==> config.mk <==
export PLATFORM = sky130hd
export DESIGN_NAME = deadband_step_level_controller_flat
export DESIGN_NICKNAME = d
export VERILOG_FILES = /design/src/hw/rtl/dslc_pkg.sv /design/src/hw/rtl/dslc_ifs.sv /design/src/hw/rtl/dslc_mean.sv /design/src/hw/rtl/dslc_law.sv /design/src/hw/rtl/deadband_step_level_controller.sv /design/src/flat_wrapper.sv
export SDC_FILE = /design/constraint.sdc
export NUM_CORES = 2
export LEC_CHECK = 0
export BUFFER_PORTS_ARGS = -buffer_cell sky130_fd_sc_hd__buf_2
export CORE_ASPECT_RATIO = 0.9
export CORE_MARGIN = 2
export CORE_UTILIZATION = 45
export CTS_CLUSTER_DIAMETER = 200
export DETAILED_ROUTE_END_ITERATION = 10
export SLEW_MARGIN = 0
export SYNTH_ARGS = -nofsm -noshare
export SYNTH_HDL_FRONTEND = slang
export SYNTH_HIERARCHICAL = 1
export SYNTH_SLANG_ARGS = --single-unit
==> constraint.sdc <==
create_clock -name clk -period 14.1 [get_ports clk]
set_clock_uncertainty 0.1 [all_clocks]
set_input_delay 0.705 -clock clk [delete_from_list [all_inputs] [get_ports clk]]
set_output_delay 0.705 -clock clk [all_outputs]
set_load 0.02 [all_outputs]
==> src/hw/rtl/dslc_pkg.sv <==
// ----------------------------------------------------------------------------
// dslc_pkg
// Shared types, register indexes and reset values of the deadband step
// level controller.
// ----------------------------------------------------------------------------
package dslc_pkg;

  localparam int SETPOINT_W = 24;
  localparam int BAND_W     = 23;
  localparam int LEVEL_W    = 8;
  localparam int ERR_W      = 25;
  localparam int STEP_W     = 3;
  localparam int CFG_IDX_W  = 3;
  localparam int CFG_DATA_W = 24;

  typedef logic signed [SETPOINT_W-1:0] setpoint_t;
  typedef logic        [BAND_W-1:0]     band_t;
  typedef logic signed [LEVEL_W-1:0]    level_t;
  typedef logic signed [ERR_W-1:0]      err_t;
  typedef logic signed [STEP_W-1:0]     step_t;
  typedef logic        [CFG_IDX_W-1:0]  cfg_idx_t;
  typedef logic        [CFG_DATA_W-1:0] cfg_data_t;

  // register indexes
  localparam cfg_idx_t REG_SETPOINT    = 3'd0;
  localparam cfg_idx_t REG_COARSE_BAND = 3'd1;
  localparam cfg_idx_t REG_FAST_BAND   = 3'd2;
  localparam cfg_idx_t REG_FINE_BAND   = 3'd3;
  localparam cfg_idx_t REG_FLOOR       = 3'd4;
  localparam cfg_idx_t REG_CEILING     = 3'd5;
  localparam cfg_idx_t REG_START_LEVEL = 3'd6;

  // reset values
  localparam setpoint_t SETPOINT_RST    = 24'sd25;
  localparam band_t     COARSE_BAND_RST = 23'd50;
  localparam band_t     FAST_BAND_RST   = 23'd200;
  localparam band_t     FINE_BAND_RST   = 23'd4;
  localparam level_t    FLOOR_RST       = -8'sd110;
  localparam level_t    CEILING_RST     = -8'sd10;
  localparam level_t    START_LEVEL_RST = -8'sd10;

  localparam err_t ERR_MAX = 25'sh0FFFFFF;
  localparam err_t ERR_MIN = 25'sh1000000;

  typedef struct packed {
    setpoint_t setpoint;
    band_t     coarse_band;
    band_t     fast_band;
    band_t     fine_band;
    level_t    level_floor;
    level_t    level_ceiling;
  } cfg_t;

endpackage

==> src/hw/rtl/dslc_ifs.sv <==
// ----------------------------------------------------------------------------
// dslc_ifs
// Valid/ready channels of the deadband step level controller: sample input,
// result output and register write port.
// ----------------------------------------------------------------------------
interface dslc_in_if #(
  parameter int SAMPLE_BITS = 24
);
  logic                          valid;
  logic                          ready;
  logic signed [SAMPLE_BITS-1:0] sample;

  modport source (output valid, output sample, input ready);
  modport sink   (input valid, input sample, output ready);
endinterface

interface dslc_out_if;
  import dslc_pkg::*;

  logic   valid;
  logic   ready;
  level_t drive_level;
  err_t   error_value;
  step_t  step_applied;

  modport source (output valid, output drive_level, output error_value,
                  output step_applied, input ready);
  modport sink   (input valid, input drive_level, input error_value,
                  input step_applied, output ready);
endinterface

interface dslc_cfg_if;
  import dslc_pkg::*;

  logic      valid;
  logic      ready;
  cfg_idx_t  index;
  cfg_data_t data;

  modport source (output valid, output index, output data, input ready);
  modport sink   (input valid, input index, input data, output ready);
endinterface

==> src/hw/rtl/dslc_mean.sv <==
// ----------------------------------------------------------------------------
// dslc_mean
// Moving mean over the current sample and the previous TAPS-1 samples,
// truncated toward zero. Three stages: sum, reciprocal multiply, scale/sign.
// ----------------------------------------------------------------------------
module dslc_mean #(
  parameter int TAPS        = 5,
  parameter int SAMPLE_BITS = 24
) (
  input  logic                        clk,
  input  logic                        rst_n,
  input  logic                        in_valid,
  output logic                        in_ready,
  input  logic signed [SAMPLE_BITS-1:0] in_sample,
  output logic                        avg_valid,
  input  logic                        avg_ready,
  output logic signed [SAMPLE_BITS:0] avg
);

  localparam int CLOG_N = $clog2(TAPS);
  localparam int HIST_D = TAPS - 1;
  localparam int SUM_W  = SAMPLE_BITS + CLOG_N;
  localparam int MAG_W  = SUM_W;
  // shift large enough that the rounded-up reciprocal gives the exact floor
  localparam int SH     = MAG_W + CLOG_N;
  localparam int M_W    = MAG_W + 2;
  localparam int LO_W   = MAG_W / 2;
  localparam int HI_W   = MAG_W - LO_W;
  localparam int PROD_W = MAG_W + M_W;
  localparam logic [63:0] RECIP =
    ((64'd1 << SH) + 64'(TAPS) - 64'd1) / 64'(TAPS);
  localparam logic [M_W-1:0] M = RECIP[M_W-1:0];

  logic signed [SAMPLE_BITS-1:0] hist_r [HIST_D];

  logic                    v1_r, v2_r, v3_r;
  logic                    rdy1, rdy2, rdy3;
  logic signed [SUM_W-1:0] sum_nxt, sum_r;
  logic [MAG_W-1:0]        mag;
  logic                    neg2_r;
  logic [LO_W+M_W-1:0]     pl_nxt, pl_r;
  logic [HI_W+M_W-1:0]     ph_nxt, ph_r;
  logic [PROD_W-1:0]       prod;
  logic [SAMPLE_BITS-1:0]  quot;
  logic signed [SAMPLE_BITS:0] avg_nxt, avg_r;

  assign rdy3     = !v3_r || avg_ready;
  assign rdy2     = !v2_r || rdy3;
  assign rdy1     = !v1_r || rdy2;
  assign in_ready = rdy1;

  always_comb begin
    sum_nxt = SUM_W'(in_sample);
    for (int i = 0; i < HIST_D; i++) begin
      sum_nxt = sum_nxt + SUM_W'(hist_r[i]);
    end
  end

  // magnitude; the most negative sum maps to its correct unsigned value
  assign mag    = sum_r[SUM_W-1] ? MAG_W'(-sum_r) : MAG_W'(sum_r);
  assign pl_nxt = (LO_W+M_W)'(mag[LO_W-1:0]) * (LO_W+M_W)'(M);
  assign ph_nxt = (HI_W+M_W)'(mag[MAG_W-1:LO_W]) * (HI_W+M_W)'(M);

  assign prod    = (PROD_W'(ph_r) << LO_W) + PROD_W'(pl_r);
  assign quot    = prod[SH +: SAMPLE_BITS];
  assign avg_nxt = neg2_r ? -$signed({1'b0, quot}) : $signed({1'b0, quot});

  always_ff @(posedge clk) begin
    if (!rst_n) begin
      v1_r <= 1'b0;
      v2_r <= 1'b0;
      v3_r <= 1'b0;
      for (int i = 0; i < HIST_D; i++) begin
        hist_r[i] <= '0;
      end
    end else begin
      if (rdy1) begin
        v1_r <= in_valid;
      end
      if (rdy1 && in_valid) begin
        hist_r[0] <= in_sample;
        for (int i = 1; i < HIST_D; i++) begin
          hist_r[i] <= hist_r[i-1];
        end
      end
      if (rdy2) begin
        v2_r <= v1_r;
      end
      if (rdy3) begin
        v3_r <= v2_r;
      end
    end
  end

  always_ff @(posedge clk) begin
    if (rdy1 && in_valid) begin
      sum_r <= sum_nxt;
    end
    if (rdy2 && v1_r) begin
      neg2_r <= sum_r[SUM_W-1];
      pl_r   <= pl_nxt;
      ph_r   <= ph_nxt;
    end
    if (rdy3 && v2_r) begin
      avg_r <= avg_nxt;
    end
  end

  assign avg_valid = v3_r;
  assign avg       = avg_r;

endmodule

==> src/hw/rtl/dslc_law.sv <==
// ----------------------------------------------------------------------------
// dslc_law
// Deadband step law: step from the coarse, fast and (periodic) fine bands,
// then the clamped next drive level.
// ----------------------------------------------------------------------------
module dslc_law (
  input  dslc_pkg::cfg_t   cfg,
  input  dslc_pkg::err_t   err,
  input  dslc_pkg::level_t level,
  input  logic             fine_en,
  output dslc_pkg::step_t  step,
  output dslc_pkg::level_t level_nxt
);
  import dslc_pkg::*;

  localparam int CMP_W = ERR_W + 1;
  localparam int LVL_W = LEVEL_W + 2;

  // +1 above +band, -1 below -band, strict on both sides
  function automatic step_t band_step(input err_t e, input band_t b);
    logic signed [CMP_W-1:0] ex;
    logic signed [CMP_W-1:0] bx;
    ex = CMP_W'(e);
    bx = $signed(CMP_W'(b));
    if (ex > bx) begin
      return 3'sd1;
    end else if (ex < -bx) begin
      return -3'sd1;
    end
    return 3'sd0;
  endfunction

  logic signed [LVL_W-1:0] lvl;

  always_comb begin
    step = band_step(err, cfg.coarse_band) + band_step(err, cfg.fast_band);
    if (fine_en) begin
      step = step + band_step(err, cfg.fine_band);
    end
    lvl = LVL_W'(level) + LVL_W'(step);
    // floor first, ceiling last: ceiling wins if the limits cross
    if (lvl < LVL_W'(cfg.level_floor)) begin
      lvl = LVL_W'(cfg.level_floor);
    end
    if (lvl > LVL_W'(cfg.level_ceiling)) begin
      lvl = LVL_W'(cfg.level_ceiling);
    end
    level_nxt = LEVEL_W'(lvl);
  end

endmodule

==> src/hw/rtl/deadband_step_level_controller.sv <==
// ----------------------------------------------------------------------------
// deadband_step_level_controller
// Five-tap mean of ADC samples, error against a setpoint code, deadband
// step law and clamped drive level, one result per sample.
// ----------------------------------------------------------------------------
//  channel  dir  payload                                   transfer
//  in_ch    in   sample                                    valid & ready
//  out_ch   out  drive_level, error_value, step_applied    valid & ready
//  cfg_ch   in   index, data                               valid & ready
//
//  One sample per cycle while the output is not stalled; a result passes
//  through the sum, reciprocal multiply, scale, error and level stages,
//  the sum stage loaded at the transfer edge.
//  The drive level feeds back only within the last stage.
//  Reset clears the sample history to zero, the fine-step phase to zero and
//  loads the registers and drive level with their defaults.
//  A stalled output backs up the pipeline stage by stage; empty stages keep
//  taking samples. cfg_ch is always ready.
// ----------------------------------------------------------------------------
module deadband_step_level_controller #(
  parameter int AVERAGE_TAPS     = 5,
  parameter int FINE_PERIOD_LOG2 = 7,
  parameter int SAMPLE_BITS      = 24
) (
  input  logic       clk,
  input  logic       rst_n,
  dslc_in_if.sink    in_ch,
  dslc_out_if.source out_ch,
  dslc_cfg_if.sink   cfg_ch
);
  import dslc_pkg::*;

  localparam int AVG_W = SAMPLE_BITS + 1;
  localparam int EW    = ((AVG_W > ERR_W) ? AVG_W : ERR_W) + 1;

  cfg_t   cfg_r;
  level_t level_r;
  logic [FINE_PERIOD_LOG2-1:0] phase_r;

  logic                    avg_valid, avg_ready;
  logic signed [AVG_W-1:0] avg;

  logic                 v4_r, rdy4, out_free, out_ld;
  logic signed [EW-1:0] err_full;
  err_t                 err_sat, err4_r;

  step_t  step;
  level_t level_nxt;

  logic   ov_r;
  level_t out_lvl_r;
  err_t   out_err_r;
  step_t  out_step_r;

  dslc_mean #(
    .TAPS        (AVERAGE_TAPS),
    .SAMPLE_BITS (SAMPLE_BITS)
  ) u_mean (
    .clk       (clk),
    .rst_n     (rst_n),
    .in_valid  (in_ch.valid),
    .in_ready  (in_ch.ready),
    .in_sample (in_ch.sample),
    .avg_valid (avg_valid),
    .avg_ready (avg_ready),
    .avg       (avg)
  );

  assign out_free  = !ov_r || out_ch.ready;
  assign out_ld    = v4_r && out_free;
  assign rdy4      = !v4_r || out_free;
  assign avg_ready = rdy4;

  // error, saturated to the output width
  always_comb begin
    err_full = EW'(avg) - EW'(cfg_r.setpoint);
    if (err_full > EW'(ERR_MAX)) begin
      err_sat = ERR_MAX;
    end else if (err_full < EW'(ERR_MIN)) begin
      err_sat = ERR_MIN;
    end else begin
      err_sat = ERR_W'(err_full);
    end
  end

  dslc_law u_law (
    .cfg       (cfg_r),
    .err       (err4_r),
    .level     (level_r),
    .fine_en   (phase_r == '0),
    .step      (step),
    .level_nxt (level_nxt)
  );

  assign cfg_ch.ready = 1'b1;

  always_ff @(posedge clk) begin
    if (!rst_n) begin
      cfg_r.setpoint      <= SETPOINT_RST;
      cfg_r.coarse_band   <= COARSE_BAND_RST;
      cfg_r.fast_band     <= FAST_BAND_RST;
      cfg_r.fine_band     <= FINE_BAND_RST;
      cfg_r.level_floor   <= FLOOR_RST;
      cfg_r.level_ceiling <= CEILING_RST;
      level_r             <= START_LEVEL_RST;
      phase_r             <= '0;
      v4_r                <= 1'b0;
      ov_r                <= 1'b0;
    end else begin
      if (rdy4) begin
        v4_r <= avg_valid;
      end
      if (out_free) begin
        ov_r <= v4_r;
      end
      if (out_ld) begin
        level_r <= level_nxt;
        phase_r <= phase_r + FINE_PERIOD_LOG2'(1);
      end
      if (cfg_ch.valid) begin
        unique case (cfg_ch.index)
          REG_SETPOINT:    cfg_r.setpoint      <= cfg_ch.data[SETPOINT_W-1:0];
          REG_COARSE_BAND: cfg_r.coarse_band   <= cfg_ch.data[BAND_W-1:0];
          REG_FAST_BAND:   cfg_r.fast_band     <= cfg_ch.data[BAND_W-1:0];
          REG_FINE_BAND:   cfg_r.fine_band     <= cfg_ch.data[BAND_W-1:0];
          REG_FLOOR:       cfg_r.level_floor   <= cfg_ch.data[LEVEL_W-1:0];
          REG_CEILING:     cfg_r.level_ceiling <= cfg_ch.data[LEVEL_W-1:0];
          REG_START_LEVEL: level_r             <= cfg_ch.data[LEVEL_W-1:0];
          default: ;
        endcase
      end
    end
  end

  always_ff @(posedge clk) begin
    if (rdy4 && avg_valid) begin
      err4_r <= err_sat;
    end
    if (out_ld) begin
      out_lvl_r  <= level_nxt;
      out_err_r  <= err4_r;
      out_step_r <= step;
    end
  end

  assign out_ch.valid        = ov_r;
  assign out_ch.drive_level  = out_lvl_r;
  assign out_ch.error_value  = out_err_r;
  assign out_ch.step_applied = out_step_r;

endmodule

==> src/flat_wrapper.sv <==
// flat-port wrapper written by rule: the top's interface ports become plain ports
module deadband_step_level_controller_flat import dslc_pkg::*;
#(
  parameter int AVERAGE_TAPS     = 5,
  parameter int FINE_PERIOD_LOG2 = 7,
  parameter int SAMPLE_BITS      = 24
)
  (clk, rst_n, in_ch_valid, in_ch_sample, in_ch_ready, out_ch_valid, out_ch_drive_level, out_ch_error_value, out_ch_step_applied, out_ch_ready, cfg_ch_valid, cfg_ch_index, cfg_ch_data, cfg_ch_ready);
  dslc_in_if #(.SAMPLE_BITS(SAMPLE_BITS)) in_ch_i ();
  dslc_out_if out_ch_i ();
  dslc_cfg_if cfg_ch_i ();
  input  logic clk;
  input  logic rst_n;
  input wire logic [$bits(in_ch_i.valid)-1:0] in_ch_valid;
  input wire logic [$bits(in_ch_i.sample)-1:0] in_ch_sample;
  output wire logic [$bits(in_ch_i.ready)-1:0] in_ch_ready;
  output wire logic [$bits(out_ch_i.valid)-1:0] out_ch_valid;
  output wire logic [$bits(out_ch_i.drive_level)-1:0] out_ch_drive_level;
  output wire logic [$bits(out_ch_i.error_value)-1:0] out_ch_error_value;
  output wire logic [$bits(out_ch_i.step_applied)-1:0] out_ch_step_applied;
  input wire logic [$bits(out_ch_i.ready)-1:0] out_ch_ready;
  input wire logic [$bits(cfg_ch_i.valid)-1:0] cfg_ch_valid;
  input wire logic [$bits(cfg_ch_i.index)-1:0] cfg_ch_index;
  input wire logic [$bits(cfg_ch_i.data)-1:0] cfg_ch_data;
  output wire logic [$bits(cfg_ch_i.ready)-1:0] cfg_ch_ready;
  assign in_ch_i.valid = in_ch_valid;
  assign in_ch_i.sample = in_ch_sample;
  assign in_ch_ready = in_ch_i.ready;
  assign out_ch_valid = out_ch_i.valid;
  assign out_ch_drive_level = out_ch_i.drive_level;
  assign out_ch_error_value = out_ch_i.error_value;
  assign out_ch_step_applied = out_ch_i.step_applied;
  assign out_ch_i.ready = out_ch_ready;
  assign cfg_ch_i.valid = cfg_ch_valid;
  assign cfg_ch_i.index = cfg_ch_index;
  assign cfg_ch_i.data = cfg_ch_data;
  assign cfg_ch_ready = cfg_ch_i.ready;
  deadband_step_level_controller #(.AVERAGE_TAPS(AVERAGE_TAPS), .FINE_PERIOD_LOG2(FINE_PERIOD_LOG2), .SAMPLE_BITS(SAMPLE_BITS)) u_core (.clk(clk), .rst_n(rst_n), .in_ch(in_ch_i), .out_ch(out_ch_i), .cfg_ch(cfg_ch_i));
endmodule
==> run metrics <==
outcome completed; H-tree depth 2; vias 25,000; flip-flop and latch area 11,000 um2; Hold-fix buffers, CTS 0; Synth top area share 24.1%; post-synth top area cell edfxtp_1; max_cap viols 0; kind of critical path flip-flop to flip-flop; total track usage 21.2%; average instance area after synthesis 9.89 um2; Synth area leaders edfxtp_1 (24%), ha_1 (16%), fa_1 (11%), dfxtp_1 (7.4%), xnor2_1 (4.6%); Final Hold Viols 0; Fillers 7,102; cell mode on critical path ha_1; layout cells sized above 1 8.10%; fmax 0.0831 GHz; Post-synth ARST share 0%; sequential share of the synthesized area 31.6%; post-route ant nets 0; die footprint 79,300 um2; Initial DRT Pass Iterations 8; wire length per cell 17.9 um; initial antenna violation count 0; DPL Wire Length 63.6 mm; DR iter-0 viols 1,612; buffers added on ports 93; fin crit share 85.3%; CTS tree built; fin. max-slew vios 0; total of warnings raised by yosys 6; die width 297 um; Setup crit start kind flip-flop; worst path bufs/invs 1; clk buf depth 3; first-pass GRT wire length 135 mm; Multi-input gate area 21,900 um2; placer congestion estimate 0.895; Final nets 4,269; post-CTS setup buffers 0; Worst Max-Slew Pin Slew 1.17 ns; #FFs+latches synth 408; largest net degree at the start of global routing 86; critical path's top delay family simple AND/OR/NAND/NOR gates; Hold/Removal Path Class input pin to flip-flop; kind of end point of the critical path flip-flop; number of setup violations in the final report 0; CP Data Arrival Time 12.36 ns; Worst Path Max Fanout 10; R2R Setup Slk 2.07 ns; area growth from synthesis to layout 8.56%; GR Overflow Total 0; Post-synth EDFFs 279; WL final 82.8 mm; Skew-Pair Late Insertion Delay 0.60 ns; Synth Flop Type edfxtp_1; Yosys cell types 124; chip height 267 um; CTS clk-pin slew, worst paths 0.07 ns; Starting Density 45.5%; RSZ-0062 raised after global routing false; CTS buffer count 47; Synth Net Count 4,210; # IOs 95; Post-route DRC 0; max incr delay on CP 0.77 ns; Rows 96; vias in the first global route 24,400; post-route minimum period 12.03 ns; Slew HR 22.1%; cells after synthesis 3,510; setup TNS 0 ns; cell area after synthesis 34,700 um2; CTS root buffer clkbuf_16; CTS resizes 0; vias per cell 5.40; Core ar. 76,300 um2; worst path required time 14.43 ns; Clock Sinks 408; Slowest-stage cell, CP a31oi_1; Antenna Cells 0
cells in the mapped netlist (all sizes together) (23+ instances only):
| cell type | n |
|---|---|
| ha | 450 |
| nand2 | 386 |
| inv | 374 |
| edfxtp | 279 |
| fa | 194 |
| xnor2 | 183 |
| a21oi | 165 |
| nor2 | 151 |
| o21ai | 140 |
| dfxtp | 129 |
| and3 | 116 |
| a21boi | 103 |
| nand3 | 87 |
| clkbuf | 78 |
| a21o | 66 |
| nor3 | 55 |
| nand4 | 48 |
| nor2b | 43 |
| xor2 | 43 |
| nor4 | 28 |
| o21a | 28 |
| nand2b | 26 |
| buf | 23 |
| o211ai | 23 |
kinds of logic after synthesis:
logic type	count (synthesis)	synth area share, %
simple gates	1023	14.9
compound gates	708	14.3
fa+ha+maj	644	27.4
buf+inv	475	5.33
flops	408	31.6
xor+xnor	226	5.73
mux	24	0.750
other cells	2	0.0216
layout make-up:
cell class	instances	area share, %
multi-input combinational	2627	58.2
sequential	408	29.1
inverter	374	3.73
tap	1029	3.42
clock buffer	61	3.34
timing repair buffer	111	1.61
clock inverter	25	0.561
cells in the final DEF (no fill, tap or decap), types with 21 or more instances in the layout:
master / synthesis / layout
o211ai_1: 22 / 22
nand2b_1: 25 / 24
nor2_1: 149 / 149
dfxtp_1: 129 / 129
a21o_1: 65 / 65
inv_1: 374 / 373
clkbuf_16: 0 / 48
and3_1: 116 / 116
nand4_1: 47 / 47
fa_1: 194 / 194
buf_2: 10 / 92
nor3_1: 50 / 49
nand2_1: 380 / 380
xor2_1: 43 / 43
nand3_1: 81 / 81
nor4_1: 22 / 21
o21a_1: 28 / 28
edfxtp_1: 279 / 279
ha_1: 450 / 450
o21ai_0: 126 / 126
nor2b_1: 42 / 41
a21oi_1: 155 / 155
xnor2_1: 182 / 182
a21boi_0: 102 / 101
per-layer routing:
metal  global-route usage [%]  vias up  share of wire (%)
li1                         -    12500                  -
met1                     30.0    11900                 48
met2                     34.5      468                 45
met3                     2.34      107                4.4
met4                     5.67        0                2.3
met5                        0        -                  0
state kept, by name, indices dropped and copies added, names as in the netlist, 25 cells and up:
register / flops
u_core/cfg_r: 109
u_core/err4_r: 25
u_core/out_ch.error_value: 25
u_core/u_mean/avg: 25
u_core/u_mean/hist_r: 96
u_core/u_mean/ph_r: 41
u_core/u_mean/pl_r: 28
u_core/u_mean/sum_r: 27
worst reg2reg max path, delay by kind of cell (launching register included):
kind / cells / cell delay (ns)
flops: 1 / 0.35
fa+ha+maj: 7 / 2.51
compound gates: 15 / 3.36
xor+xnor: 1 / 0.08
mux: 2 / 0.84
simple gates: 17 / 4.56
buf+inv: 1 / 0.07
path summary, 6_finish.rpt:
kind                                      start                             end  cells past startpoint
setup / recovery  u_core/cfg_r[64]$_SDFFE_PN0P_    u_core/level_r[5]$_SDFF_PN1_                     43
hold reg to reg   u_core/cfg_r[87]$_SDFFE_PN0P_   u_core/cfg_r[87]$_SDFFE_PN0P_                      2
hold / removal                  cfg_ch_data[23]  u_core/cfg_r[108]$_SDFFE_PN0P_                      3
setup reg to reg  u_core/cfg_r[64]$_SDFFE_PN0P_    u_core/level_r[5]$_SDFF_PN1_                     43
through the flow:
stage | setup slack, ns | cell area [um2] | utilization [%] | hold slack (ns) | std cells
2_1_floorplan | 3.32 | 34700 | - | 0.321 | 3510
3_3_place_gp | 2.40 | 36200 | 47.5 | 0.353 | 4549
3_5_place_dp | 2.20 | 36200 | 47.5 | 0.361 | 4549
4_1_cts | 2.17 | 37700 | 49.4 | 0.238 | 4635
5_1_grt | 1.29 | 37700 | 49.4 | 0.274 | 4635
6_report | 2.07 | 37700 | 49.4 | 0.263 | 4635
Power is not shown: default switching activity piles up to over one toggle a cycle in this logic, so the estimate is an artifact.
